## src/hw/rtl/tspm_pkg.sv

```systemverilog
// Shared types, constants and the arctangent table for the three-step phase core.
// No dependencies; every other file of the block imports this package.
package tspm_pkg;

    localparam int PIXEL_BITS      = 8;
    localparam int PHASE_BITS      = 16;
    localparam int ROTATION_STAGES = 16;

    localparam int FRAC_BITS     = 14;
    localparam int PHASE_FIELD_W = 16;
    localparam int MAG_BITS      = 8;

    // sqrt(3) in Q1.14 and its exact square
    localparam int         SQRT3_Q14 = 28378;
    localparam logic [29:0] SQRT3_SQ = 30'd805310884;

    localparam int XD_W   = PIXEL_BITS + 3;
    localparam int D_W    = PIXEL_BITS + 1;
    localparam int YQ_W   = D_W + 15;
    localparam int XD2_W  = 2 * (PIXEL_BITS + 1);
    localparam int D2_W   = 2 * PIXEL_BITS;
    localparam int PROD_W = D2_W + 30;
    localparam int TW     = 2 * PIXEL_BITS + 5;
    localparam int CW     = PIXEL_BITS + FRAC_BITS + 5;

    localparam int ROT_IDX_W = $clog2(ROTATION_STAGES);
    localparam int MAG_IDX_W = $clog2(MAG_BITS);

    // front stages, then one stage per rotation cell
    localparam int NSTG    = ROTATION_STAGES + 2;
    localparam int MAG_PAD = ROTATION_STAGES - MAG_BITS;

    localparam logic [PHASE_BITS-1:0] PHASE_HALF = {1'b1, {(PHASE_BITS-1){1'b0}}};

    // atan(2^-i) in units of 2^-32 turn
    localparam logic [31:0] ATAN_TURNS [0:23] = '{
        32'h20000000, 32'h12E4051E, 32'h09FB385B, 32'h051111D4,
        32'h028B0D43, 32'h0145D7E1, 32'h00A2F61E, 32'h00517C55,
        32'h0028BE53, 32'h00145F2F, 32'h000A2F98, 32'h000517CC,
        32'h00028BE6, 32'h000145F3, 32'h0000A2FA, 32'h0000517D,
        32'h000028BE, 32'h0000145F, 32'h00000A30, 32'h00000518,
        32'h0000028C, 32'h00000146, 32'h000000A3, 32'h00000051
    };

    typedef struct packed {
        logic [PIXEL_BITS-1:0] intensity_first;
        logic [PIXEL_BITS-1:0] intensity_second;
        logic [PIXEL_BITS-1:0] intensity_third;
    } tspm_in_t;

    typedef struct packed {
        logic [PHASE_FIELD_W-1:0] wrapped_phase;
        logic [MAG_BITS-1:0]      modulation_magnitude;
    } tspm_out_t;

    typedef struct packed {
        logic signed [CW-1:0]  x;
        logic signed [CW-1:0]  y;
        logic [PHASE_BITS-1:0] z;
        logic                  on_axis;
    } tspm_rot_t;

    typedef struct packed {
        logic [TW-1:0]       t;
        logic [MAG_BITS-1:0] m;
    } tspm_root_t;

    // Round the table entry to the phase resolution.
    function automatic logic [PHASE_BITS-1:0] stage_angle(input logic [ROT_IDX_W-1:0] idx);
        logic [32:0] sum;
        sum = {1'b0, ATAN_TURNS[idx]} + (33'd1 << (31 - PHASE_BITS));
        return PHASE_BITS'(sum >> (32 - PHASE_BITS));
    endfunction

endpackage

```

## src/hw/rtl/tspm_root_cell.sv

```systemverilog
// One digit cell of the rounded square root: settles one bit of the magnitude.
// Depends on tspm_pkg for the root lane type.
module tspm_root_cell
    import tspm_pkg::*;
(
    input  logic                 aclk,
    input  logic                 en,
    input  logic [MAG_IDX_W-1:0] bit_idx,
    input  tspm_root_t           cell_in,
    output tspm_root_t           cell_out
);

    logic [MAG_BITS-1:0]     trial;
    logic [MAG_BITS:0]       odd;
    logic [2*MAG_BITS+1:0]   odd_sq;
    tspm_root_t              root_next, root_reg;

    // Keep the bit when t >= (2m - 1)^2: that is round(sqrt(t) / 2) >= m.
    always_comb begin
        trial     = cell_in.m | (MAG_BITS'(1) << bit_idx);
        odd       = {trial, 1'b0} - (MAG_BITS+1)'(1);
        odd_sq    = (2*MAG_BITS+2)'(odd) * (2*MAG_BITS+2)'(odd);
        root_next = cell_in;
        if (TW'(odd_sq) <= cell_in.t) begin
            root_next.m = trial;
        end
    end

    always_ff @(posedge aclk) begin
        if (en) begin
            root_reg <= root_next;
        end
    end

    assign cell_out = root_reg;

endmodule

```

## config.mk

```make
export PLATFORM = sky130hd
export DESIGN_NAME = tspm_root_cell
export DESIGN_NICKNAME = d
export VERILOG_FILES = /design/src/hw/rtl/tspm_pkg.sv /design/src/hw/rtl/tspm_root_cell.sv
export SDC_FILE = /design/constraint.sdc
export NUM_CORES = 1
export LEC_CHECK = 0
export BUFFER_PORTS_ARGS = -buffer_cell sky130_fd_sc_hd__buf_2
export CORE_UTILIZATION = 45
export CTS_CLUSTER_DIAMETER = 60
export DETAILED_ROUTE_END_ITERATION = 16
export MAX_ROUTING_LAYER = met4
export PLACE_DENSITY = 0.64
export SYNTH_ARGS = -nofsm -noshare
export SYNTH_HDL_FRONTEND = slang
export SYNTH_SLANG_ARGS = --single-unit
```

## constraint.sdc

```tcl
create_clock -name aclk -period 12.6 [get_ports aclk]
set_input_delay 3.15 -clock aclk [delete_from_list [all_inputs] [get_ports aclk]]
set_output_delay 3.15 -clock aclk [all_outputs]
set_load 0.02 [all_outputs]
```

==> impl_summary.log, run 1 <==
[metrics] Placer Congestion: 0.8561
[metrics] number of resized instances in the post-cts repair step: 0
[metrics] TritonCTS clock tree: done
[metrics] placement row count: 32
[metrics] number of optimization iterations in the first detailed-route pass: 6
[metrics] post-DR wirelength/cell: roughly 13 um
[metrics] largest net degree at the start of global routing: 30
[metrics] cell type with the highest aggregate area in the netlist: sky130_fd_sc_hd__edfxtp_1
[metrics] buffers added on ports: 62
[metrics] maximum level of the CTS H-tree: 2
[metrics] maximum fanout count along the critical path: 15
[metrics] number of hold violations in the final report: 0
[metrics] final-report max-slew violation count: 0
[metrics] share of synthesized cell area in full adder, half adder and majority cells: 0.3556
[metrics] FFs w/ async S/R, synth: 0
[metrics] summed instance area of the synthesized netlist: 0.003751 mm2
[metrics] initial cell density of the core: 0.4756
[metrics] unrepaired setup endpoints after global routing: no
[metrics] compound-cell area share of the yosys netlist: 0.1338
[metrics] post-synthesis cell type count: 59
[metrics] met1 usage in global routing: 0.2543
[metrics] relative slew slack: 0.5775
[metrics] Area contributors post-synth: sky130_fd_sc_hd__edfxtp_1 (23%), sky130_fd_sc_hd__fa_1 (19%), sky130_fd_sc_hd__ha_1 (16%)
[metrics] Vias per Instance: 5.142
[metrics] final number of setup-violating endpoints: 0
[metrics] most frequently used flop master after synthesis: sky130_fd_sc_hd__edfxtp_1
[metrics] post-route worst hold slack: 3.059 ns
[metrics] post-detailed-routing wire length: 7.398 mm
[metrics] total via count after detailed routing: 2890
[metrics] Most Crowded Layer GR: met2
[metrics] number of warnings issued by yosys: 0
[metrics] commonest cells in the synthesized netlist: sky130_fd_sc_hd__inv_1 (88), sky130_fd_sc_hd__ha_1 (49), sky130_fd_sc_hd__fa_1 (36)
[metrics] critical path's slowest cell: sky130_fd_sc_hd__fa_1
[metrics] portion of the clock cycle consumed by the worst path in the final layout: 0.8676
[metrics] kind of start point of the critical path: input pin
[metrics] fraction of post-synthesis cell area in the top cell type by area: 0.2322
[metrics] Floorplan Core Area: ~0.0079 mm2
[metrics] number of remaining DRC errors: 0
[metrics] Tightest Pin Transition: 0.6308 ns
[metrics] count of flip-flops with a built-in enable after synthesis: 29
[metrics] count of buffers added by post-CTS timing repair for setup: 0
[metrics] Worst setup EP type: flip-flop
[metrics] met2 Resource Use GR: 0.3058
[metrics] post-layout net count: 578
[metrics] via count of the first global-routing pass: 2878
[metrics] half-perimeter wire length after detailed placement: roughly 6.3 mm
[metrics] Crit Path Category: in2reg
[metrics] biggest cell delay along the critical path: 0.56 ns
[metrics] reported max-cap violation count: 0
[metrics] post-synthesis xor/xnor area fraction: 0.03502
[metrics] upper clock frequency limit: 91.48 MHz
[metrics] CTS hold repair buffers: 0
[metrics] number of antenna violations at the first check in global routing: 0
[metrics] hold wc startpoint: cell_in[18]
[metrics] flip-flop count of the largest register after layout: 29
[metrics] Synth Net Count: approximately 510
[metrics] fraction of the mapped netlist area in simple logic gates: 0.1398
[metrics] number of top-level pins: 63
[metrics] fin crit period: around 11 ns
[metrics] wire length of the first global-routing pass: 12.79 mm
[metrics] fraction of final layout cells with drive strength greater than 1: 0.1891
[metrics] gr ovfl total: 0
[metrics] Data arrival, critical path: 10.93 ns
[metrics] count of state elements after synthesis: 29
[metrics] GRT Util Overall: 0.1892
[metrics] required time of the critical path: around 13 ns
[metrics] die width: 93.30 um
[metrics] synth-to-layout area growth: 13.38%
[metrics] antenna violation net count after detailed routing: 0
[metrics] height of the die: about 93 um
[metrics] multiplexer share of the synthesized area: 0.005670
[metrics] Starting DRT DRC Count: 160
[metrics] area enclosed by the die boundary: 0.008705 mm2
[metrics] type of the worst min-delay path: in2reg
[metrics] top-count cell post-synth: sky130_fd_sc_hd__inv_1
[metrics] Crit. Startpoint: bit_idx[2]
[metrics] dominant combinational cell family by area after synthesis: adder cells
[metrics] status: complete, no violations
[metrics] number of buffers created by CTS: 5
[metrics] met3 layer usage reported by global route: 0.01707
[metrics] clk root buf: sky130_fd_sc_hd__clkbuf_8
[metrics] clock slew at reported path FFs: 0.06 ns
[metrics] Post-Syn Instances: around 400
[metrics] Ant. Diodes: 0
[metrics] number of buffers between clock root and the deepest sink: 2
[metrics] setup TNS: 0 ns
[metrics] Seq/Total Area, Yosys: 0.2322
[metrics] clk sinks: 29
[metrics] Avg Synthesized Cell Area: 9.496 um2
## critical path: cells and delay by family
family,cells,cell delay [ns]
AOI/OAI and AO/OA,6,1.59
buffers and inverters,5,0.81
adders and majority gates,7,2.95
xor gates and xnor gates,1,0.10
and+or+nand+nor,10,2.32
## final timing paths
path,cells past startpoint,to,slack [ns]
worst max-delay path,29,cell_out[0],1.67
worst min-delay path,1,cell_out[18],3.06
## cell families (layout without fill, tap and decap cells)
logic type                 after synthesis  in the layout
and+or+nand+nor                         99             99
buffers and inverters                   95            160
adders and majority gates               85             85
AOI/OAI and AO/OA                       69             69
DFF                                     29             29
xor gates and xnor gates                15             15
muxes                                    2              2
other                                    1              1
## area by class of cell
cell class	instances	area (um2)
Fill cell	744	3635
Multi-Input combinational cell	271	2516
Sequential cell	29	870.8
Inverter	88	330.3
Timing Repair Buffer	64	325.3
Tap cell	102	127.6
Clock buffer	6	72.57
Clock inverter	2	10.01
## placed cells by master (no fill, tap or decap), types with 2 or more instances in the layout
master,count
sky130_fd_sc_hd__inv_1,88
sky130_fd_sc_hd__buf_2,62
sky130_fd_sc_hd__ha_1,49
sky130_fd_sc_hd__fa_1,36
sky130_fd_sc_hd__nor2_1,35
sky130_fd_sc_hd__edfxtp_1,29
sky130_fd_sc_hd__nand2_1,16
sky130_fd_sc_hd__a21oi_1,16
sky130_fd_sc_hd__a21o_1,11
sky130_fd_sc_hd__xnor2_1,9
sky130_fd_sc_hd__nand2b_1,7
sky130_fd_sc_hd__o21ai_0,7
sky130_fd_sc_hd__xor2_1,6
sky130_fd_sc_hd__nor3_1,5
sky130_fd_sc_hd__nor2b_1,5
sky130_fd_sc_hd__a31oi_1,5
sky130_fd_sc_hd__o31ai_1,5
sky130_fd_sc_hd__clkbuf_8,5
sky130_fd_sc_hd__nand3_1,4
sky130_fd_sc_hd__o21a_1,4
sky130_fd_sc_hd__or2_2,3
sky130_fd_sc_hd__nor2_2,3
sky130_fd_sc_hd__nand4_1,3
sky130_fd_sc_hd__o21bai_1,3
sky130_fd_sc_hd__a31o_2,2
sky130_fd_sc_hd__o211a_1,2
sky130_fd_sc_hd__a211oi_1,2
sky130_fd_sc_hd__nand4b_1,2
sky130_fd_sc_hd__or3_1,2
sky130_fd_sc_hd__clkinv_2,2
sky130_fd_sc_hd__buf_4,2
## per-layer routing
metal | wire (um) | part of all wire
met5 | 0 | 0
met4 | 127 | 0.017
met2 | 3522 | 0.48
met3 | 271 | 0.037
met1 | 3476 | 0.47
## metrics by stage
stage	worst slack, ns	area (um2)	cells	utilization
detailed placement	1.375	4170	554	0.5287
floorplan	2.136	3751	395	-
global route	1.089	4253	562	0.5392
global placement	1.516	4170	554	0.5287
finish	1.668	4253	562	0.5392
CTS	1.643	4253	562	0.5392
Power of run 1 is left out: the tool's default activity adds up to more than one toggle a clock period on the data nets, which glitch-free logic cannot reach.
==> run 2: changes to the inputs <==
- PLACE_DENSITY: 0.64 -> 0.76
==> impl_summary.log, run 2 (synthesized netlist as in run 1, its figures left out) <==
[metrics] top library cells by usage in the layout, fill and taps aside: sky130_fd_sc_hd__inv_1 (88), sky130_fd_sc_hd__buf_2 (62), sky130_fd_sc_hd__ha_1 (49)
[metrics] Tightest Pin Transition: between 0.8 and 0.9 ns
[metrics] post-detailed-routing wire length: 7.441 mm
[metrics] power spent charging and discharging nets: 0.6399 mW
[metrics] synth-to-layout area growth: 13.14%
[metrics] status: complete, no violations
[metrics] buffers added on ports: 62
[metrics] GRT Util Overall: 0.1882
[metrics] Worst Hold End: cell_out[19]
[metrics] number of stages on the worst hold path: 1
[metrics] biggest cell delay along the critical path: around 0.63 ns
[metrics] number of buffer and inverter stages on the critical path: 5
[metrics] half-perimeter wire length after detailed placement: 6.247 mm
[metrics] fraction of final layout cells with drive strength greater than 1: 0.1852
[metrics] height of the die: ~93 um
[metrics] internal power of the cells: 0.6189 mW
[metrics] antenna violation net count after detailed routing: 0
[metrics] number of hold violations in the final report: 0
[metrics] area of all placed cells without fillers: 0.004244 mm2
[metrics] leading cell type in the layout, fill and taps excluded: sky130_fd_sc_hd__inv_1
[metrics] upper clock frequency limit: 90.11 MHz
[metrics] number of optimization iterations in the first detailed-route pass: 7
[metrics] required time of the critical path: 12.60 ns
[metrics] Placer Congestion: 0.8767
[metrics] die width: slightly above 90 um
[metrics] final-report max-slew violation count: 0
[metrics] post-DR wirelength/cell: 13.26 um
[metrics] Crit Path Category: in2reg
[metrics] clock slew at reported path FFs: approximately 0.070 ns
[metrics] Cell Area, Placed: 0.004163 mm2
[metrics] number of buffers between clock root and the deepest sink: 2
[metrics] Starting DRT DRC Count: 121
[metrics] total area of multi-input combinational cells: 0.002516 mm2
[metrics] wire length of the first global-routing pass: 12.63 mm
[metrics] leakage power summed over all cells: 2.175 nW
[metrics] number of antenna violations at the first check in global routing: 0
[metrics] Comb pwr share: 0.850
[metrics] type of the worst min-delay path: in2reg
[metrics] Worst setup EP type: flip-flop
[metrics] Ant. Diodes: 0
[metrics] total via count after detailed routing: 2918
[metrics] power density over the cells: 296.6 mW/mm2
[metrics] setup TNS: 0 ns
[metrics] via count of the first global-routing pass: 2804
[metrics] number of buffers created by CTS: 5
[metrics] largest net degree at the start of global routing: 30
[metrics] clock network power share: 0.057
[metrics] cell family with most CP delay: adder cells
[metrics] portion of the clock cycle consumed by the worst path in the final layout: 0.8807
[metrics] placement row count: 32
[metrics] proportion of power drawn by flip-flops and latches: 0.093
[metrics] peak ir drop on the vdd network: around 0.00018 V
[metrics] Vias per Instance: 5.201
[metrics] flip-flop count of the largest register after layout: 29
[metrics] Reg area: 870.8 um2
[metrics] clk root buf: sky130_fd_sc_hd__clkbuf_8
[metrics] post-layout net count: between 500 and 600
[metrics] CTS hold repair buffers: 0
[metrics] number of remaining DRC errors: 0
[metrics] critical path's slowest cell: sky130_fd_sc_hd__a31oi_1
[metrics] reported max-cap violation count: 0
[metrics] Floorplan Core Area: roughly 0.0079 mm2
[metrics] final core utilization: 0.5381
[metrics] TritonCTS clock tree: done
[metrics] maximum level of the CTS H-tree: 2
[metrics] initial cell density of the core: 0.4756
[metrics] count of buffers added by post-CTS timing repair for setup: 0
[metrics] fin crit period: 11.10 ns
[metrics] unrepaired setup endpoints after global routing: no
[metrics] number of top-level pins: 63
[metrics] proportion of total power due to net switching: 0.5083
[metrics] relative slew slack: 0.4495
[metrics] maximum fanout count along the critical path: 15
[metrics] Data arrival, critical path: 11.10 ns
[metrics] hold wc startpoint: cell_in[19]
[metrics] Fill cells: 700
[metrics] number of resized instances in the post-cts repair step: 0
[metrics] clk sinks: 29
[metrics] kind of start point of the critical path: input pin
[metrics] gr ovfl total: 0
[metrics] area enclosed by the die boundary: 0.008705 mm2
[metrics] final number of setup-violating endpoints: 0
==> run 2: cell types whose count changed in the layout (fill, tap and decap cells not counted) <==
cell                       previous run  this run
sky130_fd_sc_hd__clkinv_1             0         2
sky130_fd_sc_hd__clkinv_2             2         1
sky130_fd_sc_hd__clkbuf_1             1         0
sky130_fd_sc_hd__buf_4                2         1
==> run 2: worst max path at each step <==
stage	slack, ns	startpoint	endpoint	depth (start not counted)
floorplan	2.14	bit_idx[0]	cell_out[1]	31
global placement	1.53	bit_idx[2]	cell_out[1]	29
detailed placement	1.32	bit_idx[2]	cell_out[7]	29
CTS	1.58	bit_idx[2]	cell_out[7]	29
global route	0.99	bit_idx[2]	cell_out[1]	29
finish	1.50	bit_idx[2]	cell_out[1]	29
==> run 2: power groups by stage <==
stage	Combinational, mW	Sequential [mW]	Clock (mW)
after floorplan	0.820	0.131	0
after CTS	1.07	0.118	0.0726
after global routing	1.22	0.118	0.0766
after detailed placement	1.06	0.120	0
after global placement	1.03	0.119	0
final	1.07	0.117	0.0712
==> run 2: area by class of cell <==
type                    count  share of cell area
clock buffers               5             0.01621
clock inverters             3            0.002948
inverters                  88             0.07783
multi-input cells         271              0.5929
flip-flops and latches     29              0.2052
well taps                 102             0.03007
repair buffers             63             0.07488
==> run 2: metrics by stage <==
step,setup slack [ns],hold slack [ns],instances,power [mW]
final,1.503,3.057,561,1.259
after global routing,0.9896,3.051,561,1.417
after CTS,1.583,3.050,561,1.257
after detailed placement,1.319,3.343,553,1.178
after global placement,1.533,3.343,553,1.149
after floorplan,2.136,3.249,395,0.9509
==> run 2: layer usage <==
layer	global-route usage	vias up	wire [um]
li1	-	1441	-
met1	0.2465	1391	3408
met2	0.3033	74	3565
met3	0.02195	12	325
met4	0.06538	0	142
met5	-	-	0
(Power assumes the default switching activity.)
