## src/hw/rtl/tspm_pkg.sv

```systemverilog
// Shared types, constants and the arctangent table for the three-step phase core.
// No dependencies; every other file of the block imports this package.
package tspm_pkg;

    localparam int PIXEL_BITS      = 8;
    localparam int PHASE_BITS      = 16;
    localparam int ROTATION_STAGES = 16;

    localparam int FRAC_BITS     = 14;
    localparam int PHASE_FIELD_W = 16;
    localparam int MAG_BITS      = 8;

    // sqrt(3) in Q1.14 and its exact square
    localparam int         SQRT3_Q14 = 28378;
    localparam logic [29:0] SQRT3_SQ = 30'd805310884;

    localparam int XD_W   = PIXEL_BITS + 3;
    localparam int D_W    = PIXEL_BITS + 1;
    localparam int YQ_W   = D_W + 15;
    localparam int XD2_W  = 2 * (PIXEL_BITS + 1);
    localparam int D2_W   = 2 * PIXEL_BITS;
    localparam int PROD_W = D2_W + 30;
    localparam int TW     = 2 * PIXEL_BITS + 5;
    localparam int CW     = PIXEL_BITS + FRAC_BITS + 5;

    localparam int ROT_IDX_W = $clog2(ROTATION_STAGES);
    localparam int MAG_IDX_W = $clog2(MAG_BITS);

    // front stages, then one stage per rotation cell
    localparam int NSTG    = ROTATION_STAGES + 2;
    localparam int MAG_PAD = ROTATION_STAGES - MAG_BITS;

    localparam logic [PHASE_BITS-1:0] PHASE_HALF = {1'b1, {(PHASE_BITS-1){1'b0}}};

    // atan(2^-i) in units of 2^-32 turn
    localparam logic [31:0] ATAN_TURNS [0:23] = '{
        32'h20000000, 32'h12E4051E, 32'h09FB385B, 32'h051111D4,
        32'h028B0D43, 32'h0145D7E1, 32'h00A2F61E, 32'h00517C55,
        32'h0028BE53, 32'h00145F2F, 32'h000A2F98, 32'h000517CC,
        32'h00028BE6, 32'h000145F3, 32'h0000A2FA, 32'h0000517D,
        32'h000028BE, 32'h0000145F, 32'h00000A30, 32'h00000518,
        32'h0000028C, 32'h00000146, 32'h000000A3, 32'h00000051
    };

    typedef struct packed {
        logic [PIXEL_BITS-1:0] intensity_first;
        logic [PIXEL_BITS-1:0] intensity_second;
        logic [PIXEL_BITS-1:0] intensity_third;
    } tspm_in_t;

    typedef struct packed {
        logic [PHASE_FIELD_W-1:0] wrapped_phase;
        logic [MAG_BITS-1:0]      modulation_magnitude;
    } tspm_out_t;

    typedef struct packed {
        logic signed [CW-1:0]  x;
        logic signed [CW-1:0]  y;
        logic [PHASE_BITS-1:0] z;
        logic                  on_axis;
    } tspm_rot_t;

    typedef struct packed {
        logic [TW-1:0]       t;
        logic [MAG_BITS-1:0] m;
    } tspm_root_t;

    // Round the table entry to the phase resolution.
    function automatic logic [PHASE_BITS-1:0] stage_angle(input logic [ROT_IDX_W-1:0] idx);
        logic [32:0] sum;
        sum = {1'b0, ATAN_TURNS[idx]} + (33'd1 << (31 - PHASE_BITS));
        return PHASE_BITS'(sum >> (32 - PHASE_BITS));
    endfunction

endpackage

```

## src/hw/rtl/tspm_rot_cell.sv

```systemverilog
// One vectoring rotation cell: turns the vector towards the x axis by atan(2^-i).
// Depends on tspm_pkg for the vector type and the angle table.
module tspm_rot_cell
    import tspm_pkg::*;
(
    input  logic                 aclk,
    input  logic                 en,
    input  logic [ROT_IDX_W-1:0] stage_idx,
    input  tspm_rot_t            cell_in,
    output tspm_rot_t            cell_out
);

    logic signed [CW-1:0]  x_in, y_in, dx, dy;
    logic [PHASE_BITS-1:0] angle;
    tspm_rot_t             rot_next, rot_reg;

    always_comb begin
        x_in     = cell_in.x;
        y_in     = cell_in.y;
        dx       = y_in >>> stage_idx;
        dy       = x_in >>> stage_idx;
        angle    = stage_angle(stage_idx);
        rot_next = cell_in;
        // hold vectors that lie on the x axis; their angle is already final
        if (!cell_in.on_axis) begin
            if (!y_in[CW-1] && (y_in != '0)) begin
                rot_next.x = x_in + dx;
                rot_next.y = y_in - dy;
                rot_next.z = cell_in.z + angle;
            end else begin
                rot_next.x = x_in - dx;
                rot_next.y = y_in + dy;
                rot_next.z = cell_in.z - angle;
            end
        end
    end

    always_ff @(posedge aclk) begin
        if (en) begin
            rot_reg <= rot_next;
        end
    end

    assign cell_out = rot_reg;

endmodule

```

## config.mk

```make
export PLATFORM = sky130hd
export DESIGN_NAME = tspm_rot_cell
export DESIGN_NICKNAME = d
export VERILOG_FILES = /design/src/hw/rtl/tspm_pkg.sv /design/src/hw/rtl/tspm_rot_cell.sv
export SDC_FILE = /design/constraint.sdc
export NUM_CORES = 1
export LEC_CHECK = 0
export BUFFER_PORTS_ARGS = -buffer_cell sky130_fd_sc_hd__buf_2
export CORE_ASPECT_RATIO = 0.75
export CORE_MARGIN = 2
export CORE_UTILIZATION = 50
export CTS_CLUSTER_DIAMETER = 150
export DETAILED_ROUTE_END_ITERATION = 8
export PLACE_DENSITY = 0.73
export SLEW_MARGIN = 20
export SYNTH_ARGS = -nofsm -noshare
export SYNTH_HDL_FRONTEND = slang
export SYNTH_SLANG_ARGS = --single-unit
```

## constraint.sdc

```tcl
create_clock -name aclk -period 13.3 [get_ports aclk]
set_input_delay 2.66 -clock aclk [delete_from_list [all_inputs] [get_ports aclk]]
set_output_delay 2.66 -clock aclk [all_outputs]
set_load 0.02 [all_outputs]
```

==> flow_summary.toml, run 1 <==
[synth]
synthFlopType = "edfxtp_1"
synthesis.nets = 1521
yosys_register_bits = 71
syn_inst = 1363
synth_edf_count = 71
synth.avg_cell_area_sq_um = 8.635
syn_area_sq_um = 11770
async_flop_share_pct = 0
yosysUniqueCellTypes = 84
seq_area_frac_synth_pct = 18.11
synth-warning-count = 0

[worst_hold_path]
min_path_cells = 3
hold_end = "cell_out[8]"
hold_start = "cell_in[8]"
hold_class = "primary input to flip-flop"

[drt]
drc = 0
antenna_left = 0
routedWlPerCell_um = 20.57
post_drt_via_cell_ratio = 6.535
firstDrtPassIters = 6
wl_um = 36060
vias = 11460
first_iter_violations = 1385

[pwr]
seq_power_share_pct = 23.6
p_sw_share_pct = 43.06
comb_power_share_pct = 56.4
irDropWorstVdd_mv = 0.05928
total_power_uw = 1294
clkPwrFrac_pct = 20.0
power_switching_uw = 557.2
p_int_uw = 736.7
leakage_uw = 0.005250
cellPowerDensity_nw_per_um2 = 100.5

[critical_path]
worstPathArrival_ps = 9070
crit_top_cell = "and3_1"
worst_path_dominant_cell_family = "compound AO/OA/AOI/OAI gates"
crit_path_end_kind = "flip-flop"
critPathMaxFanout = 48
path_cells = "buf_4 > buf_4 > mux4_1 > mux2_2 > mux2_2 > inv_1 > ha_1 > o2111ai_1 > nor2_1 > inv_1 > o41a_1 > xnor2_1 > ha_1 > and3_1 > and4_1 > and3_1 > a221oi_1 > o211ai_1 > and3_1 > mux2i_1 > xnor2_1"
critical_path_buf_inv_count = 4
critPathSlowestCell = "buf_4"
start_kind = "primary input"
cp.required_ps = 13400
cp_slowest_stage_delay_ps = 690
worstSetupPathType = "primary input to flip-flop"

[floorplanning]
num_io_pins = 148
core-area_sq_um = 23060
start_util_pct = 51.04
rows = 48
die_y_um = 136.9
die-area_sq_um = 24800
die_x_um = 181.2

[global_routing]
grt_overflow_total = 0
grt_max_degree = 88
grt_pass1_vias = 10340
antenna_found_initial = 0
grt_pass1_wl_um = 56640
grt.total_usage_pct = 28.86

[clocking]
cts_tree = "built"
post_cts_resized = 0
path_clk_slew_ps = 70
clock-sinks = 71
numCtsBuffers = 9
clockRootBuffer = "clkbuf_16"
cts.hold.buffers_added = 0
cts_max_level = 3
postCtsSetupBuffers = 0
clk_path_buf_depth = 2

[layout]
area_delta_synth_final_pct = 9.334
drive_above_1_share_pct = 19.75
fin_util_pct = 55.80
largest_register_ffs = 71
n_antenna_cell = 0
fin_nets = 1606
fill_cells = 2127

[placement]
gp_congestion = 0.9686
io_buffers = 147
hpwl_um = 26820

[sta]
period_share_pct = 67.46
fin_hold_ws_ps = 2601
slew_headroom_pct = 30.37
rsz0062_at_grt = "false"
setup_viol = 0
hold_violations = 0
worst_slew_pin_slew_ps = 1038
layout_min_cycle_time_ps = 8972
drv_slew = 0
max_freq_ghz = 0.1115
totalNegativeSetupSlack_ps = 0

[outcome]
status = "complete, no violations"

[run]
maxCapViolations = 0
[through the flow]
stage	std cells	cell area (sq um)	worst slack, ps
floorplan	1363	11770	5523
global placement	1737	12570	4223
detailed placement	1737	12570	4057
CTS	1753	12870	4424
global route	1753	12870	3936
finish	1753	12870	4328
[placed cells by master (no fill, tap or decap), types with 6 or more instances in the layout]
cell type  count
a211o_1        7
a211oi_1      31
a21o_1        40
a21oi_1       98
a31o_2         7
a31oi_1       14
and2_1        19
and3_1        15
buf_2        143
buf_4         14
clkbuf_16      9
edfxtp_1      71
ha_1          78
inv_1         37
mux2_2        32
mux2i_1       50
mux4_1        15
mux4_2        49
nand2_1      135
nand2b_1      18
nand3_1       21
nor2_1       100
nor2b_1       14
nor3_1        23
nor3b_1        8
nor4_1        13
o211ai_1      14
o21a_1        12
o21ai_0      110
o21bai_1       6
o22ai_1        7
o31ai_1       16
or2_2         12
or3_1         10
xnor2_1       59
xor2_1        48
[metal layers]
layer / GRT usage, % / vias up / wire length [um]
met4: 7.543 / 0 / 720
li1: - / 5375 / -
met5: 1.200 / - / 0
met1: 42.71 / 5399 / 16640
met3: 6.839 / 52 / 3829
met2: 41.95 / 630 / 14870
[worst max-delay path by stage]
| stage | startpoint | end | slack [ps] | cells past startpoint |
|---|---|---|---|---|
| after detailed placement | stage_idx[0] | cell_out[70] | 4060 | 21 |
| after global placement | stage_idx[0] | cell_out[70] | 4220 | 21 |
| after floorplan | stage_idx[0] | cell_out[38] | 5520 | 25 |
| after CTS | stage_idx[0] | cell_out[70] | 4420 | 21 |
| final | stage_idx[0] | cell_out[70] | 4330 | 21 |
| after global routing | stage_idx[1] | cell_out[15] | 3940 | 20 |
[power by group through the flow]
stage / clock, uW / sequential [uW] / combinational (uW)
after CTS: 264 / 306 / 717
final: 259 / 305 / 729
after global placement: 0 / 311 / 702
after floorplan: 0 / 361 / 481
after global routing: 271 / 309 / 795
after detailed placement: 0 / 310 / 713
[final cells by class]
cell class | instances | area (sq um) | area share [%]
clock inverters | 7 | 72.57 | 0.5639
well taps | 300 | 375.4 | 2.917
clock buffers | 9 | 225.2 | 1.750
repair buffers | 157 | 820.8 | 6.378
flip-flops and latches | 71 | 2132 | 16.57
inverters | 39 | 146.4 | 1.138
multi-input cells | 1170 | 9096 | 70.69
[synthesized netlist by cell type, types with 6 or more instances]
cell	count	area, sq um
a21o_1	40	300.3
nor3_1	23	115.1
buf_2	21	105.1
clkbuf_1	44	165.2
and2_1	19	118.9
or3_1	10	62.56
o21ai_0	110	550.5
o31ai_1	16	120.1
nor2_1	101	379.1
o22ai_1	7	43.79
a31oi_1	14	87.58
ha_1	78	975.9
nor4_1	13	81.33
nand2_1	135	506.7
mux2_2	32	360.4
nor2b_1	14	87.58
mux4_1	15	394.1
xnor2_1	59	516.8
buf_1	11	41.29
or2_2	12	75.07
o21bai_1	6	45.04
edfxtp_1	71	2132
a211oi_1	31	232.7
mux4_2	49	1104
xor2_1	48	420.4
mux2i_1	50	500.5
inv_1	37	138.9
a211o_1	7	61.31
nand2b_1	18	112.6
o211ai_1	14	105.1
a31o_2	7	61.31
o21a_1	12	90.09
and3_1	15	93.84
a21oi_1	98	490.5
nor3b_1	8	60.06
nand3_1	21	105.1
[logic make-up after synthesis]
kind of cell | synth area share, %
AND/OR/NAND/NOR | 17.63
adder cells (fa/ha/maj) | 8.802
flip-flops | 18.11
AO/OA/AOI/OAI | 22.29
buffers and inverters | 4.667
XOR/XNOR | 7.962
multiplexers | 20.54
No activity file was read; power rests on OpenSTA's default activity.
==> run 2, diff against run 1 <==
PLACE_DENSITY = 0.76   (was 0.73)
clock period = 8 ns   (was 13.3 ns; I/O delays follow)
==> run 2 against run 1 <==
Net effect: sequential power is 67% higher; clock-buffer cell count is 1 higher; largest cell class unchanged; non-clock buffer count is 16 higher.
==> flow_summary.toml, run 2 (same netlist as run 1, synthesis figures left out) <==
[critical_path]
cp_slowest_stage_delay_ps = 680
start_kind = "primary input"
crit_end = "cell_out[42]"
cp.required_ps = 8110
crit_start = "stage_idx[0]"
worstPathArrival_ps = 7240
crit_path_end_kind = "flip-flop"
critPathMaxFanout = 43
path_cells = "buf_4 > buf_12 > buf_4 > mux4_1 > mux2_2 > a211oi_1 > o211a_1 > inv_1 > o21ai_0 > xor2_1 > ha_1 > a21o_1 > a21o_1 > a21o_1 > a221o_1 > or3_1 > o211ai_1 > and3_1 > nor4_1 > nand3b_1"
critPathSlowestCell = "mux4_1"
worstSetupPathType = "primary input to flip-flop"
crit_top_cell = "a21o_1"

[floorplanning]
core-area_sq_um = 23060
rows = 48
die_y_um = 136.9
die-area_sq_um = 24800
die_x_um = 181.2
start_util_pct = 51.04
num_io_pins = 148

[clocking]
cts.hold.buffers_added = 0
postCtsSetupBuffers = 0
cts_tree = "built"
cts_max_level = 3
clock-sinks = 71
path_clk_slew_ps = 60
clk_path_buf_depth = 2
numCtsBuffers = 9
clockRootBuffer = "clkbuf_16"
post_cts_resized = 0

[sta]
setup_ws_ps = 870.5
max_freq_ghz = 0.1403
period_share_pct = 89.12
totalNegativeSetupSlack_ps = 0
setup_viol = 0
layout_min_cycle_time_ps = 7130
worst_slew_pin_slew_ps = 1064
drv_slew = 0
rsz0062_at_grt = "false"
hold_violations = 0
slew_headroom_pct = 28.97

[layout]
area_delta_synth_final_pct = 10.85
fin_nets = 1622
fin_cells = 1769
final_cell_mix = "143 x buf_2, 135 x nand2_1, 110 x o21ai_0, 100 x nor2_1, 98 x a21oi_1"
fill_cells = 2182
multiInputGateArea_sq_um = 9102
fin_area_sq_um = 13050
largest_register_ffs = 71
mostFrequentLayoutCell = "buf_2"
drive_above_1_share_pct = 20.56
n_antenna_cell = 0
seq_area_sq_um = 2132

[run]
maxCapViolations = 0

[worst_hold_path]
hold_class = "primary input to flip-flop"

[drt]
drc = 0
routedWlPerCell_um = 20.82
antenna_left = 0
vias = 11570
first_iter_violations = 1149
wl_um = 36840
firstDrtPassIters = 5
post_drt_via_cell_ratio = 6.538

[global_routing]
antenna_found_initial = 0
grt.total_usage_pct = 29.57
grt_pass1_wl_um = 58060
grt_overflow_total = 0
grt_max_degree = 82
grt_pass1_vias = 10450

[placement]
dp_cells = 1753
gp_congestion = 0.9783
place_ws_ps = 578.5
io_buffers = 147
hpwl_um = 27530
placed_cell_area_sq_um = 12710

[pwr]
leakage_uw = 0.005356
irDropWorstVdd_mv = 0.1072
cellPowerDensity_nw_per_um2 = 169.4

[outcome]
status = "complete, no violations"
## run 2: routing by layer
layer,global-route usage [%],vias up,wire length [um]
li1,-,5411,-
met1,43.92,5502,17040
met2,42.66,594,15330
met3,7.664,58,3882
met4,7.001,0,594
met5,0,-,0
## run 2: worst min-delay path by stage
stage / startpoint / endpoint / slack (ps) / depth (start not counted)
CTS: cell_in[10] / cell_out[10] / 1530 / 3
global route: cell_in[16] / cell_out[16] / 1550 / 3
finish: cell_in[10] / cell_out[10] / 1540 / 3
detailed placement: cell_in[10] / cell_out[10] / 1910 / 3
floorplan: cell_in[0] / cell_out[0] / 1700 / 0
global placement: cell_in[12] / cell_out[12] / 1900 / 3
## run 2: stage by stage
| step | hold WS [ps] | utilization [%] | total power, uW |
|---|---|---|---|
| after floorplan | 1699 | - | 1400 |
| after global placement | 1902 | 55.11 | 1693 |
| after detailed placement | 1910 | 55.11 | 1711 |
| after CTS | 1531 | 56.58 | 2201 |
| after global routing | 1553 | 56.58 | 2350 |
| final | 1538 | 56.58 | 2211 |
## run 2: where the power goes
group          internal (uW)  switching, uW  total [uW]  leakage [uW]
Clock                    304            175         479      0.000166
Combinational            495            728        1220       0.00450
Sequential               495           14.2         509      0.000693
Total                   1290            917        2210       0.00536
## run 2: critical path, delay by kind of cell
| family | cells | cell delay (ps) |
|---|---|---|
| adders and majority gates | 1 | 340 |
| buffers and inverters | 4 | 1120 |
| muxes | 2 | 980 |
| xor gates and xnor gates | 1 | 250 |
| AOI/OAI and AO/OA | 8 | 2080 |
| and+or+nand+nor | 4 | 820 |
## run 2: final cells by class
type | instances | share of cell area (%)
Sequential cell | 71 | 16.34
Tap cell | 300 | 2.877
Timing Repair Buffer | 173 | 7.307
Clock inverter | 6 | 0.8343
Multi-Input combinational cell | 1170 | 69.76
Clock buffer | 10 | 1.755
Inverter | 39 | 1.122
==> run 3, diff against run 2 <==
CAP_MARGIN = 20   (was default)
CORE_MARGIN = 5   (was 2)
==> run 3 against run 2 <==
Net effect: wire length is 2.0% lower; power decreased by 2.3%; worst setup slack got worse by 2.7 ps; non-clock buffer count shrank 6; combinational power barely moved; first-iteration DRC count is 27% higher.
==> flow_summary.toml, run 3 (same netlist as run 1, synthesis figures left out) <==
[outcome]
status = "complete, no violations"

[sta]
setup_viol = 0
totalNegativeSetupSlack_ps = 0
slew_headroom_pct = 33.14
drv_slew = 0
worst_slew_pin_slew_ps = 1003
fin_hold_ws_ps = 1539
hold_violations = 0
rsz0062_at_grt = "false"
setup_ws_ps = 867.8
max_freq_ghz = 0.1402
period_share_pct = 89.15
layout_min_cycle_time_ps = 7132

[clocking]
path_clk_slew_ps = 60
postCtsSetupBuffers = 0
clk_path_buf_depth = 2
cts_max_level = 3
cts.hold.buffers_added = 0
post_cts_resized = 0
clock-sinks = 71
cts_tree = "built"
clockRootBuffer = "clkbuf_16"
numCtsBuffers = 9

[floorplanning]
num_io_pins = 148
die-area_sq_um = 26740
core-area_sq_um = 23120
die_y_um = 142.9
start_util_pct = 50.90
die_x_um = 187.2
rows = 48

[layout]
area_delta_synth_final_pct = 10.26
drive_above_1_share_pct = 20.16
n_antenna_cell = 0
fin_util_pct = 56.13
largest_register_ffs = 71
final_cell_mix = "143 x buf_2, 135 x nand2_1, 110 x o21ai_0, 100 x nor2_1, 98 x a21oi_1"
mostFrequentLayoutCell = "buf_2"
fin_nets = 1616

[worst_hold_path]
min_path_cells = 3
hold_start = "cell_in[8]"
hold_end = "cell_out[8]"
hold_class = "primary input to flip-flop"

[drt]
post_drt_via_cell_ratio = 6.573
top_layer = "met4"
drc = 0
met1_length_um = 16100
wl_met2_um = 15480
antenna_left = 0
wl_um = 36090
vias = 11590
routedWlPerCell_um = 20.47
met3WireLength_um = 3910
first_iter_violations = 1458
firstDrtPassIters = 9

[global_routing]
grt_pass1_wl_um = 56730
grt.total_usage_pct = 25.93
grt_overflow_total = 0
grt_pass1_vias = 10430
antenna_found_initial = 0
grt_max_degree = 72

[placement]
gp_congestion = 0.9927
hpwl_um = 26910
io_buffers = 147
place_ws_ps = 643.4

[critical_path]
cp_slowest_stage_delay_ps = 650
start_kind = "primary input"
worstSetupPathType = "primary input to flip-flop"
cp.required_ps = 8110
crit_path_end_kind = "flip-flop"
worstPathArrival_ps = 7240
critPathSlowestCell = "mux4_1"
critPathMaxFanout = 38
path_cells = "buf_4 > buf_12 > mux4_1 > mux2i_2 > mux2i_1 > nor2b_1 > nand3_1 > or3_1 > nor2_1 > mux2i_1 > a22o_1 > ha_1 > and3_1 > and4_1 > and3_1 > a221oi_1 > o211ai_1 > and3_1 > mux2i_1 > xnor2_1"

[pwr]
p_int_uw = 1256
total_power_uw = 2161
comb_power_share_pct = 55.9
irDropWorstVdd_mv = 0.1159
leakage_uw = 0.005308
power_switching_uw = 904.5
seq_power_share_pct = 23.5
cellPowerDensity_nw_per_um2 = 166.5
clkPwrFrac_pct = 20.5
p_sw_share_pct = 41.87

[run]
maxCapViolations = 0
==> run 3: area by class of cell <==
cell class                 count  area (sq um)
fill                        2083         10140
inverter                      39         146.4
tap                          300         375.4
clock buffer                   9         225.2
multi-input combinational   1170          9102
clock inverter                 7         87.58
timing repair buffer         167         908.4
sequential                    71          2132
==> run 3: power by group through the flow <==
stage / clock network [uW] / registers (uW) / logic (uW)
finish: 443 / 509 / 1210
floorplan: 0 / 600 / 799
CTS: 453 / 510 / 1190
global route: 471 / 515 / 1320
detailed placement: 0 / 517 / 1180
global placement: 0 / 516 / 1170
==> run 3: worst max-delay path by stage <==
| stage | start | to | cells past startpoint |
|---|---|---|---|
| 2_1_floorplan | stage_idx[0] | cell_out[38] | 25 |
| 3_3_place_gp | stage_idx[0] | cell_out[70] | 20 |
| 3_5_place_dp | stage_idx[0] | cell_out[70] | 20 |
| 4_1_cts | stage_idx[0] | cell_out[70] | 20 |
| 5_1_grt | stage_idx[0] | cell_out[13] | 21 |
| 6_report | stage_idx[0] | cell_out[70] | 20 |
==> run 3: metrics by stage <==
stage,std cells,instance area (sq um)
after floorplan,1363,11770
after global placement,1747,12660
after detailed placement,1747,12660
after CTS,1763,12980
after global routing,1763,12980
final,1763,12980
==> run 3: layer usage <==
layer / GRT usage [%] / up-vias
li1: - / 5397
met2: 39.04 / 646
met1: 37.63 / 5493
met5: 0 / -
met3: 6.696 / 53
met4: 5.990 / 0
==> run 3: worst max-delay path, delay by kind of cell <==
family	cells	cell delay [ps]
AOI/OAI and AO/OA	3	950
and+or+nand+nor	8	2010
buffers and inverters	2	760
xor gates and xnor gates	1	80
muxes	5	1450
adders and majority gates	1	330
