## src/hw/rtl/tspm_pkg.sv

```systemverilog
// Shared types, constants and the arctangent table for the three-step phase core.
// No dependencies; every other file of the block imports this package.
package tspm_pkg;

    localparam int PIXEL_BITS      = 8;
    localparam int PHASE_BITS      = 16;
    localparam int ROTATION_STAGES = 16;

    localparam int FRAC_BITS     = 14;
    localparam int PHASE_FIELD_W = 16;
    localparam int MAG_BITS      = 8;

    // sqrt(3) in Q1.14 and its exact square
    localparam int         SQRT3_Q14 = 28378;
    localparam logic [29:0] SQRT3_SQ = 30'd805310884;

    localparam int XD_W   = PIXEL_BITS + 3;
    localparam int D_W    = PIXEL_BITS + 1;
    localparam int YQ_W   = D_W + 15;
    localparam int XD2_W  = 2 * (PIXEL_BITS + 1);
    localparam int D2_W   = 2 * PIXEL_BITS;
    localparam int PROD_W = D2_W + 30;
    localparam int TW     = 2 * PIXEL_BITS + 5;
    localparam int CW     = PIXEL_BITS + FRAC_BITS + 5;

    localparam int ROT_IDX_W = $clog2(ROTATION_STAGES);
    localparam int MAG_IDX_W = $clog2(MAG_BITS);

    // front stages, then one stage per rotation cell
    localparam int NSTG    = ROTATION_STAGES + 2;
    localparam int MAG_PAD = ROTATION_STAGES - MAG_BITS;

    localparam logic [PHASE_BITS-1:0] PHASE_HALF = {1'b1, {(PHASE_BITS-1){1'b0}}};

    // atan(2^-i) in units of 2^-32 turn
    localparam logic [31:0] ATAN_TURNS [0:23] = '{
        32'h20000000, 32'h12E4051E, 32'h09FB385B, 32'h051111D4,
        32'h028B0D43, 32'h0145D7E1, 32'h00A2F61E, 32'h00517C55,
        32'h0028BE53, 32'h00145F2F, 32'h000A2F98, 32'h000517CC,
        32'h00028BE6, 32'h000145F3, 32'h0000A2FA, 32'h0000517D,
        32'h000028BE, 32'h0000145F, 32'h00000A30, 32'h00000518,
        32'h0000028C, 32'h00000146, 32'h000000A3, 32'h00000051
    };

    typedef struct packed {
        logic [PIXEL_BITS-1:0] intensity_first;
        logic [PIXEL_BITS-1:0] intensity_second;
        logic [PIXEL_BITS-1:0] intensity_third;
    } tspm_in_t;

    typedef struct packed {
        logic [PHASE_FIELD_W-1:0] wrapped_phase;
        logic [MAG_BITS-1:0]      modulation_magnitude;
    } tspm_out_t;

    typedef struct packed {
        logic signed [CW-1:0]  x;
        logic signed [CW-1:0]  y;
        logic [PHASE_BITS-1:0] z;
        logic                  on_axis;
    } tspm_rot_t;

    typedef struct packed {
        logic [TW-1:0]       t;
        logic [MAG_BITS-1:0] m;
    } tspm_root_t;

    // Round the table entry to the phase resolution.
    function automatic logic [PHASE_BITS-1:0] stage_angle(input logic [ROT_IDX_W-1:0] idx);
        logic [32:0] sum;
        sum = {1'b0, ATAN_TURNS[idx]} + (33'd1 << (31 - PHASE_BITS));
        return PHASE_BITS'(sum >> (32 - PHASE_BITS));
    endfunction

endpackage

```

## src/hw/rtl/tspm_front.sv

```systemverilog
// Front stages: forms x, y and their squares, then the vector for rotation and the
// scaled squared magnitude for the root cells. Depends on tspm_pkg.
module tspm_front
    import tspm_pkg::*;
(
    input  logic       aclk,
    input  logic [1:0] en,
    input  tspm_in_t   s_data,
    output tspm_rot_t  rot_out,
    output tspm_root_t root_out
);

    logic signed [XD_W-1:0]   i1_s, i2_s, i3_s, xd_next, xd_reg;
    logic signed [D_W-1:0]    d_next, d_reg;
    logic signed [YQ_W-1:0]   yq_next, yq_reg;
    logic signed [2*XD_W-1:0] xsq;
    logic signed [2*D_W-1:0]  dsq;
    logic [XD2_W-1:0]         xd2_next, xd2_reg;
    logic [D2_W-1:0]          d2_next, d2_reg;

    logic signed [CW-1:0] xq, yq_ext;
    logic [PROD_W-1:0]    prod;
    tspm_rot_t            rot_next, rot_reg;
    tspm_root_t           root_next, root_reg;

    always_comb begin
        i1_s     = XD_W'(s_data.intensity_first);
        i2_s     = XD_W'(s_data.intensity_second);
        i3_s     = XD_W'(s_data.intensity_third);
        xd_next  = (i1_s <<< 1) - i2_s - i3_s;
        d_next   = D_W'(s_data.intensity_second) - D_W'(s_data.intensity_third);
        yq_next  = YQ_W'(d_next) * YQ_W'(SQRT3_Q14);
        xsq      = (2*XD_W)'(xd_next) * (2*XD_W)'(xd_next);
        dsq      = (2*D_W)'(d_next) * (2*D_W)'(d_next);
        xd2_next = xsq[XD2_W-1:0];
        d2_next  = dsq[D2_W-1:0];
    end

    always_ff @(posedge aclk) begin
        if (en[0]) begin
            xd_reg  <= xd_next;
            d_reg   <= d_next;
            yq_reg  <= yq_next;
            xd2_reg <= xd2_next;
            d2_reg  <= d2_next;
        end
    end

    // Turn a left-half vector by a half turn so the rotations start with x >= 0.
    always_comb begin
        xq     = CW'(xd_reg) <<< FRAC_BITS;
        yq_ext = CW'(yq_reg);
        rot_next.x       = xd_reg[XD_W-1] ? -xq : xq;
        rot_next.y       = xd_reg[XD_W-1] ? -yq_ext : yq_ext;
        rot_next.z       = xd_reg[XD_W-1] ? PHASE_HALF : '0;
        rot_next.on_axis = (d_reg == '0);

        // (X^2 + Y^2) / 2^26 with X = xd * 2^14 and Y^2 = d^2 * 3 in Q.28
        prod        = PROD_W'(d2_reg) * PROD_W'(SQRT3_SQ);
        root_next.t = TW'({xd2_reg, 2'b00}) + TW'(prod >> (2*FRAC_BITS - 2));
        root_next.m = '0;
    end

    always_ff @(posedge aclk) begin
        if (en[1]) begin
            rot_reg  <= rot_next;
            root_reg <= root_next;
        end
    end

    assign rot_out  = rot_reg;
    assign root_out = root_reg;

endmodule

```

## config.mk

```make
export PLATFORM = sky130hd
export DESIGN_NAME = tspm_front
export DESIGN_NICKNAME = d
export VERILOG_FILES = /design/src/hw/rtl/tspm_pkg.sv /design/src/hw/rtl/tspm_front.sv
export SDC_FILE = /design/constraint.sdc
export NUM_CORES = 1
export LEC_CHECK = 0
export CAP_MARGIN = 20
export CORE_ASPECT_RATIO = 0.7
export CORE_MARGIN = 2
export CORE_UTILIZATION = 65
export DETAILED_ROUTE_END_ITERATION = 8
export DONT_BUFFER_PORTS = 1
export PLACE_DENSITY = 0.81
export SYNTH_ARGS = -nofsm -noshare
export SYNTH_HDL_FRONTEND = slang
export SYNTH_SLANG_ARGS = --single-unit
```

## constraint.sdc

```tcl
create_clock -name aclk -period 10.1 [get_ports aclk]
set_input_delay 0.505 -clock aclk [delete_from_list [all_inputs] [get_ports aclk]]
set_output_delay 0.505 -clock aclk [all_outputs]
set_load 0.03 [all_outputs]
```

==> results of run 1 <==
[cell usage after synthesis (all sizes together), types with 3 or more instances]
library cell  number  share of area, %
inv              386               8.0
ha               332                23
fa               209                23
edfxtp           131                22
xnor2            119               5.8
nor2              98               2.0
nand2             88               1.8
a21oi             65               1.8
o21ai             44               1.2
buf               39               1.6
xor2              25               1.2
a21o              24              0.99
nand3             15              0.41
nor3              15              0.41
o21bai            13              0.54
and2              12              0.41
nor2b             12              0.41
a31oi             10              0.34
clkbuf            10              0.21
or2               10              0.34
nand2b             9              0.31
o21a               9              0.37
o31ai              8              0.48
or3                8              0.30
a211oi             6              0.25
and3               6              0.21
o41ai              6              0.29
a211o              5              0.24
nand4              5              0.17
o211ai             5              0.21
or4                4              0.17
a2111oi            3              0.21
a41oi              3              0.14
nand3b             3              0.12
nor4               3              0.10
o311ai             3              0.14
[layout make-up]
class / count / area share [%]
inverter: 388 / 7.619
timing repair buffer: 11 / 0.4320
clock inverter: 14 / 0.9164
multi-input combinational: 1238 / 65.80
sequential: 131 / 20.58
tap: 371 / 2.428
clock buffer: 17 / 2.225
[per-stage QoR]
stage / utilization (%) / instances / hold WS [ns] / setup WS, ns
floorplan: - / 1806 / 0.4244 / 2.665
global placement: 67.01 / 2139 / 0.5586 / 2.326
detailed placement: 67.01 / 2139 / 0.5685 / 2.106
CTS: 69.18 / 2170 / 0.1651 / 2.355
global route: 69.18 / 2170 / 0.1618 / 1.840
finish: 69.18 / 2170 / 0.1750 / 2.341
[critical path, delay by kind of cell (launching register included)]
kind | cells | cell delay [ns]
flip-flops | 1 | 0.56
adder cells (fa/ha/maj) | 9 | 3.32
XOR/XNOR | 1 | 0.14
AO/OA/AOI/OAI | 11 | 2.69
AND/OR/NAND/NOR | 5 | 0.49
buffers and inverters | 4 | 0.27
[path summary, 6_finish.rpt]
| path | slack, ns | to | start |
|---|---|---|---|
| max | 2.34 | root_out[28] | d2_reg[8] |
| min | 0.17 | rot_out[43] | en[1] |
| max reg2reg | 2.34 | root_out[28] | d2_reg[8] |
| min reg2reg | 0.58 | rot_out[33] | yq_reg[16] |
[logic make-up (layout without fill, tap and decap cells)]
kind of cell             after synthesis  after routing
flip-flops                           131            131
AND/OR/NAND/NOR                      293            293
multiplexers                           2              2
buffers and inverters                437            430
other                                  1             40
adder cells (fa/ha/maj)              541            541
XOR/XNOR                             144            144
AO/OA/AOI/OAI                        218            218
[per-layer routing]
layer | GRT usage [%] | vias up
li1 | - | 5745
met1 | 39.70 | 5867
met2 | 43.48 | 365
met3 | 6.054 | 40
met4 | 6.800 | 0
met5 | 0 | -
==> reports/results.ini, run 1 <==
[synthesis]
synth_top_family_by_area=adder cells
ys_async_sr_fraction_pct=0
synthesis.area_sq_mm=0.01815
ys_warn_count=0
synth_cells=1767
synth_compound_area_share_pct=7.954
synth_mux_area_share_pct=0.1103
ys_types=60
synth-edff-count=131
ys.flop_type=edfxtp_1
synthXorXnorAreaFrac_pct=6.989
yosys.area_share.simple_pct=7.479
synth-adder-area-share_pct=45.93
ys_seq_area_share_pct=21.67
syn_area_per_cell_sq_um=10.27
ys_seq_elements=131

[global_route]
antenna_found_initial=0
grt_pass1_vias=12140
grt.total_usage_pct=27.81
grt_pass1_wl_microns=62370
overflow=0
grt_start_max_net_pins=71

[final_layout]
layout_commonest_cell=inv_1
regArea_sq_mm=0.003934
drive_gt1_share_pct=3.335
multi_input_area_sq_mm=0.01258
num_antenna_cells=0
area_delta_synth_final_pct=5.307
finish.instance_area_sq_mm=0.01912
nets=2355
nFillCells=2024
final_cell_mix=385 x inv_1, 332 x ha_1, 209 x fa_1
largest_register_ff_count=40

[drt]
drc_errors=0
first_iter_violations=786
dr_wl_met2_microns=17350
dr.pass1.iters=5
wl_met3_microns=2681
wl_met1_microns=17810
drt-wirelength-per-cell_microns=17.74
vias=12020
drtAntennaViolNets=0
highest_layer=met4
viasPerCell=5.538
wirelength_microns=38490

[clocking]
root_buffer=clkbuf_16
cts_hold_buf=0
clock_sinks=131
cts_buffers=17
path_clk_slew_ns=0.07
cts_buffer_depth=2
insertion_delay_ns=0.44
cts_resized=0
post-cts-setup-buffer-count=0
cts_tree=done
htreeDepth=4

[sta]
setup_tns_ns=0
finalSetupViolCount=0
rsz0062_at_grt=no
max_slew_margin_pct=46.15
worst_pin_slew_ns=0.8077
slew_viol_final=0
max_freq_ghz=0.1289
fin_crit_sh_pct=76.82
skew_ns=0.01174
hold_viol_final=0
period_needed_ns=7.759

[critical_path]
worstPathArrival_ns=7.92
cp_slowest_stage_delay_ns=0.56
ff2ff_path_depth=30
cpMaxStageDelayCell=edfxtp_1
path_common_cell=ha_1
end_kind=register
required_ns=10.26
crit_path_start_kind=register
crit_fanout=6
worstSetupPathType=reg -> reg

[worst_hold_path]
min-delay-path-class=in -> reg
whs_path_depth=0

[job]
cap_violations=0

[outcome]
status=complete, no violations

[die]
core_region_area_sq_mm=0.02763
io_pins=127
dieArea_sq_mm=0.02930
dieWidth_microns=203.7
die_y_microns=143.8
row_count=51
initial_utilization_pct=65.70

[placement]
io_buffer_count=0
gp_congestion=0.9213
post_dp_cell_area_sq_mm=0.01852
hpwl_microns=31710

Power of run 1 is not shown: default switching activity piles up to over one toggle a cycle in this logic, so the estimate is an artifact.
==> run 2: changes to the inputs <==
CORE_UTILIZATION = 61   (was 65)
PLACE_DENSITY = 0.8   (was 0.81)
clock period = 6.8 ns   (was 10.1 ns; I/O delays follow)
==> reports/results.ini, run 2 (synthesis results as in run 1) <==
[global_route]
grt_pass1_wl_microns=69330  ; was 62,370 microns
overflow=0  ; unchanged
antenna_found_initial=0  ; unchanged
grt_pass1_vias=13570  ; was 12,140
grt_start_max_net_pins=71  ; unchanged
grt.total_usage_pct=28.60  ; was 27.81%

[sta]
slew_viol_final=0  ; unchanged
hold_viol_final=0  ; unchanged
max_slew_margin_pct=57.40  ; was 46.15%
fin_crit_sh_pct=100.3  ; was 76.82%
period_needed_ns=6.818  ; was 7.759 ns
finalSetupViolCount=2  ; was 0
holdWs_ns=0.02107  ; was 0.1750 ns
rsz0062_at_grt=yes  ; was no
setup_ws_ns=-0.01849  ; was 2.341 ns
max_freq_ghz=0.1467  ; was 0.1289 GHz
worst_pin_slew_ns=0.6378  ; was 0.8077 ns
skew_ns=0.01075  ; was 0.01174 ns

[final_layout]
area_delta_synth_final_pct=19.91  ; was 5.307%
layout_commonest_cell=inv_1  ; unchanged
nets=2587  ; was 2,355
drive_gt1_share_pct=20.72  ; was 3.335%
nFillCells=1855  ; was 2,024
regArea_sq_mm=0.003934  ; unchanged
num_antenna_cells=0  ; unchanged
final_cell_mix=373 x inv_1, 297 x ha_1, 231 x buf_4  ; was 385 x inv_1, 332 x ha_1, 209 x fa_1
largest_register_ff_count=40  ; unchanged
multi_input_area_sq_mm=0.01343  ; was 0.01258 sq mm

[critical_path]
end_kind=register  ; unchanged
timing.rr.start=d2_reg[10]  ; was d2_reg[8]
critPathLaunch=d2_reg[10]  ; was d2_reg[8]
worstSetupPathType=reg -> reg  ; unchanged
ff2ff_path_depth=27  ; was 30
required_ns=6.99  ; was 10.26 ns
crit_path_start_kind=register  ; unchanged
crit_fanout=4  ; was 6
worstPathArrival_ns=7.01  ; was 7.92 ns

[worst_hold_path]
whs_path_depth=0  ; unchanged
hold_path_startpoint=en[1]  ; unchanged
min-delay-path-class=in -> reg  ; unchanged

[outcome]
status=finished, violations left  ; was complete, no violations
violations=negative setup slack

[clocking]
cts_buffer_depth=2  ; unchanged
clock_sinks=131  ; unchanged
htreeDepth=4  ; unchanged
insertion_delay_ns=0.45  ; was 0.44 ns
cts_buffers=17  ; unchanged
cts_tree=done  ; unchanged
root_buffer=clkbuf_16  ; unchanged
path_clk_slew_ns=0.06  ; was 0.07 ns

[die]
core_region_area_sq_mm=0.02908  ; was 0.02763 sq mm
row_count=52  ; was 51
dieWidth_microns=210.2  ; was 203.7 microns
initial_utilization_pct=62.42  ; was 65.70%
dieArea_sq_mm=0.03118  ; was 0.02930 sq mm
io_pins=127  ; unchanged
die_y_microns=148.3  ; was 143.8 microns

[drt]
wl_met3_microns=3165  ; was 2681 microns
dr.pass1.iters=5  ; unchanged
drt-wirelength-per-cell_microns=18.45  ; was 17.74 microns
vias=13190  ; was 12,020
first_iter_violations=907  ; was 786
viasPerCell=5.472  ; was 5.538
wirelength_microns=44460  ; was 38,490 microns
highest_layer=met4  ; unchanged
wl_met1_microns=19410  ; was 17,810 microns
drtAntennaViolNets=0  ; unchanged
dr_wl_met2_microns=21000  ; was 17,350 microns
drc_errors=0  ; unchanged

[job]
cap_violations=0  ; unchanged

[placement]
hpwl_microns=34630  ; was 31,710 microns
io_buffer_count=0  ; unchanged
gp_congestion=0.9505  ; was 0.9213

## run 2: layout make-up
| cell class | count | share of cell area, % |
|---|---|---|
| clock buffers | 17 | 1.954 |
| flip-flops and latches | 131 | 18.07 |
| multi-input cells | 1238 | 61.69 |
| well taps | 378 | 2.173 |
| inverters | 388 | 6.720 |
| clock inverters | 15 | 0.7818 |
| repair buffers | 243 | 8.605 |
## run 2: layer usage
| metal | vias to the layer above | global-route usage [%] |
|---|---|---|
| met1 | 6484 | 39.16 |
| li1 | 6206 | - |
| met3 | 68 | 6.546 |
| met5 | - | 0 |
| met2 | 430 | 46.51 |
| met4 | 0 | 7.057 |
## run 2: final timing paths
check / to / slack, ns
max: root_out[28] / -0.02
min: rot_out[30] / 0.02
max reg2reg: root_out[28] / -0.02
min reg2reg: rot_out[66] / 0.60
## run 2: per-stage QoR
step | std cells | setup WS (ns) | area [sq um] | utilization (%) | setup TNS (ns)
2_1_floorplan | 1806 | -0.001157 | 18460 | - | -0.001157
3_3_place_gp | 2345 | -0.2534 | 20180 | 69.40 | -1.260
3_5_place_dp | 2345 | -0.4752 | 20180 | 69.40 | -3.499
4_1_cts | 2393 | 0.001438 | 21130 | 72.64 | 0
5_1_grt | 2410 | -0.2640 | 21770 | 74.84 | -1.472
6_report | 2410 | -0.01849 | 21770 | 74.84 | -0.03255
## run 2: repair_timing
| item | CTS | global route |
|---|---|---|
| hold buffers | 2 | 2 |
| gates cloned | 0 | 0 |
| pin swaps | 34 | 70 |
| setup endpoints to repair | 10 | 15 |
| buffers inserted | 16 | 16 |
| gates resized for setup | 38 | 104 |
| hold endpoints to repair | 10 | 7 |
## run 2: critical path, stage by stage (launching register included)
cell and delay, ns:
edfxtp_1 0.52, ha_1 0.33, ha_1 0.28, inv_2 0.04
fa_1 0.55, inv_2 0.04, fa_1 0.46, fa_1 0.56
ha_4 0.22, ha_4 0.25, a211oi_2 0.20, o21ai_2 0.09
o211ai_1 0.19, a311oi_4 0.18, o41a_1 0.40, buf_4 0.17
xor2_2 0.13, ha_1 0.32, a21o_1 0.21, a21oi_2 0.16
o21bai_1 0.10, a21oi_2 0.21, o21ai_2 0.12, a211oi_4 0.30
nor2_2 0.11, o41ai_2 0.20, buf_4 0.17, o21ai_2 0.05
Power of run 2 is left out for the same reason.
==> run 3: changes to the inputs <==
SKIP_LAST_GASP = 1   (was unset)
==> reports/results.ini, run 3 (synthesis results as in run 1) <==
[clocking]
root_buffer=clkbuf_16  ; unchanged
cts_tree=done  ; unchanged
insertion_delay_ns=0.44  ; was 0.45 ns
cts_buffers=17  ; unchanged
clock_sinks=131  ; unchanged
htreeDepth=4  ; unchanged
path_clk_slew_ns=0.07  ; was 0.06 ns
cts_buffer_depth=2  ; unchanged

[sta]
setup_ws_ns=-0.05805  ; was -0.01849 ns
period_needed_ns=6.858  ; was 6.818 ns
max_slew_margin_pct=56.01  ; was 57.40%
slew_viol_final=0  ; unchanged
max_freq_ghz=0.1458  ; was 0.1467 GHz
skew_ns=0.009204  ; was 0.01075 ns
rsz0062_at_grt=yes  ; unchanged
hold_viol_final=0  ; unchanged
worst_pin_slew_ns=0.6586  ; was 0.6378 ns
fin_crit_sh_pct=100.9  ; was 100.3%
finalSetupViolCount=4  ; was 2

[critical_path]
ff2ff_path_depth=31  ; was 27
r2r_slack_ns=-0.06  ; was -0.02 ns
cpMaxStageDelayCell=fa_1  ; unchanged
timing.rr.start=d2_reg[10]  ; unchanged
cp_slowest_stage_delay_ns=0.62  ; was 0.56 ns
worstSetupPathType=reg -> reg  ; unchanged
rr_endpoint=root_out[28]  ; unchanged
worstPathArrival_ns=7.05  ; was 7.01 ns
end_kind=register  ; unchanged
crit_fanout=4  ; unchanged
required_ns=6.99  ; about the same
crit_path_start_kind=register  ; unchanged

[job]
cap_violations=0  ; unchanged

[final_layout]
area_delta_synth_final_pct=19.85  ; was 19.91%
largest_register_ff_count=40  ; unchanged
drive_gt1_share_pct=20.58  ; was 20.72%
stdcell_count=2409  ; was 2,410
nets=2586  ; was 2,587
num_antenna_cells=0  ; unchanged
final_cell_mix=374 x inv_1, 301 x ha_1, 229 x buf_4  ; was 373 x inv_1, 297 x ha_1, 231 x buf_4
nFillCells=1866  ; was 1,855
layout_commonest_cell=inv_1  ; unchanged

[placement]
placedCellCount=2345  ; unchanged
gp_congestion=0.9505  ; unchanged
hpwl_microns=34630  ; unchanged
io_buffer_count=0  ; unchanged

[outcome]
violations=negative setup slack  ; unchanged
status=finished, violations left  ; unchanged

[drt]
vias=13180  ; was 13,190
drt-wirelength-per-cell_microns=18.40  ; was 18.45 microns
viasPerCell=5.471  ; was 5.472
dr.pass1.iters=5  ; unchanged
first_iter_violations=901  ; was 907
drtAntennaViolNets=0  ; unchanged
wirelength_microns=44320  ; was 44,460 microns
drc_errors=0  ; unchanged

[die]
io_pins=127  ; unchanged
core_region_area_sq_mm=0.02908  ; unchanged
die_y_microns=148.3  ; unchanged
dieWidth_microns=210.2  ; unchanged
row_count=52  ; unchanged
initial_utilization_pct=62.42  ; unchanged
dieArea_sq_mm=0.03118  ; unchanged

[global_route]
grt_pass1_vias=13550  ; was 13,570
overflow=0  ; unchanged
grt_pass1_wl_microns=69230  ; was 69,330 microns
antenna_found_initial=0  ; unchanged
grt.total_usage_pct=28.58  ; was 28.60%
grt_start_max_net_pins=71  ; unchanged

[worst_hold_path]
holdPathEnd=d_reg[6]  ; was rot_out[30]
whs_path_depth=0  ; unchanged
hold_path_startpoint=en[0]  ; was en[1]
min-delay-path-class=in -> reg  ; unchanged

-- run 3: changes by cell type in the layout (fill, tap and decap cells not counted), sizes merged --
cell and delta:
buf -1
-- run 3: layer usage --
metal | routed length [microns] | track usage, % | vias up
li1 | - | - | 6196
met2 | 20650 | 46.42 | 418
met3 | 3072 | 6.693 | 78
met4 | 1071 | 7.021 | 0
met5 | 0 | 0 | -
met1 | 19530 | 39.09 | 6488
-- run 3: how the worst max path moves through the flow --
| stage | start | to | cells past startpoint | slack, ns |
|---|---|---|---|---|
| floorplan | s_data[9] | xd2_reg[17] | 32 | -0.001 |
| global placement | s_data[9] | xd2_reg[16] | 33 | -0.25 |
| detailed placement | s_data[9] | xd2_reg[16] | 33 | -0.48 |
| CTS | d2_reg[8] | root_out[27] | 25 | -0.01 |
| global route | d2_reg[10] | root_out[26] | 31 | -0.32 |
| finish | d2_reg[10] | root_out[28] | 31 | -0.06 |
-- run 3: stage by stage --
step	TNS, ns	setup slack [ns]	hold slack (ns)	cell area (sq um)	utilization (%)
4_1_cts	-0.01395	-0.01395	0.0006490	21110	72.57
2_1_floorplan	-0.001157	-0.001157	0.4244	18460	-
3_3_place_gp	-1.260	-0.2534	0.4585	20180	69.40
3_5_place_dp	-3.499	-0.4752	0.4587	20180	69.40
5_1_grt	-1.719	-0.3212	0.002236	21760	74.81
6_report	-0.1698	-0.05805	0.02230	21760	74.81
-- run 3: critical path, delay by kind of cell, from the launching register on --
family	cells	cell delay, ns
adders and majority gates	9	3.11
buffers and inverters	5	0.60
DFF	1	0.50
AOI/OAI and AO/OA	11	1.84
and+or+nand+nor	5	0.41
xor gates and xnor gates	1	0.13
-- run 3: what timing repair did --
item	4_1_cts	5_1_grt
setup endpoints to repair	10	15
resized for setup	35	104
hold buffers	2	2
pin swaps	34	80
endpoints found under the hold margin	10	7
setup buffers	16	16
-- run 3: final cells by class --
type                       count  area, sq um  area share (%)
clock buffer                  17        425.4           1.955
clock inverter                15        170.2          0.7821
inverter                     388         1463           6.723
multi-input combinational   1238        13420           61.69
sequential                   131         3934           18.08
tap                          378        473.0           2.174
timing repair buffer         242         1869           8.592
Power of run 3 is left out for the same reason.
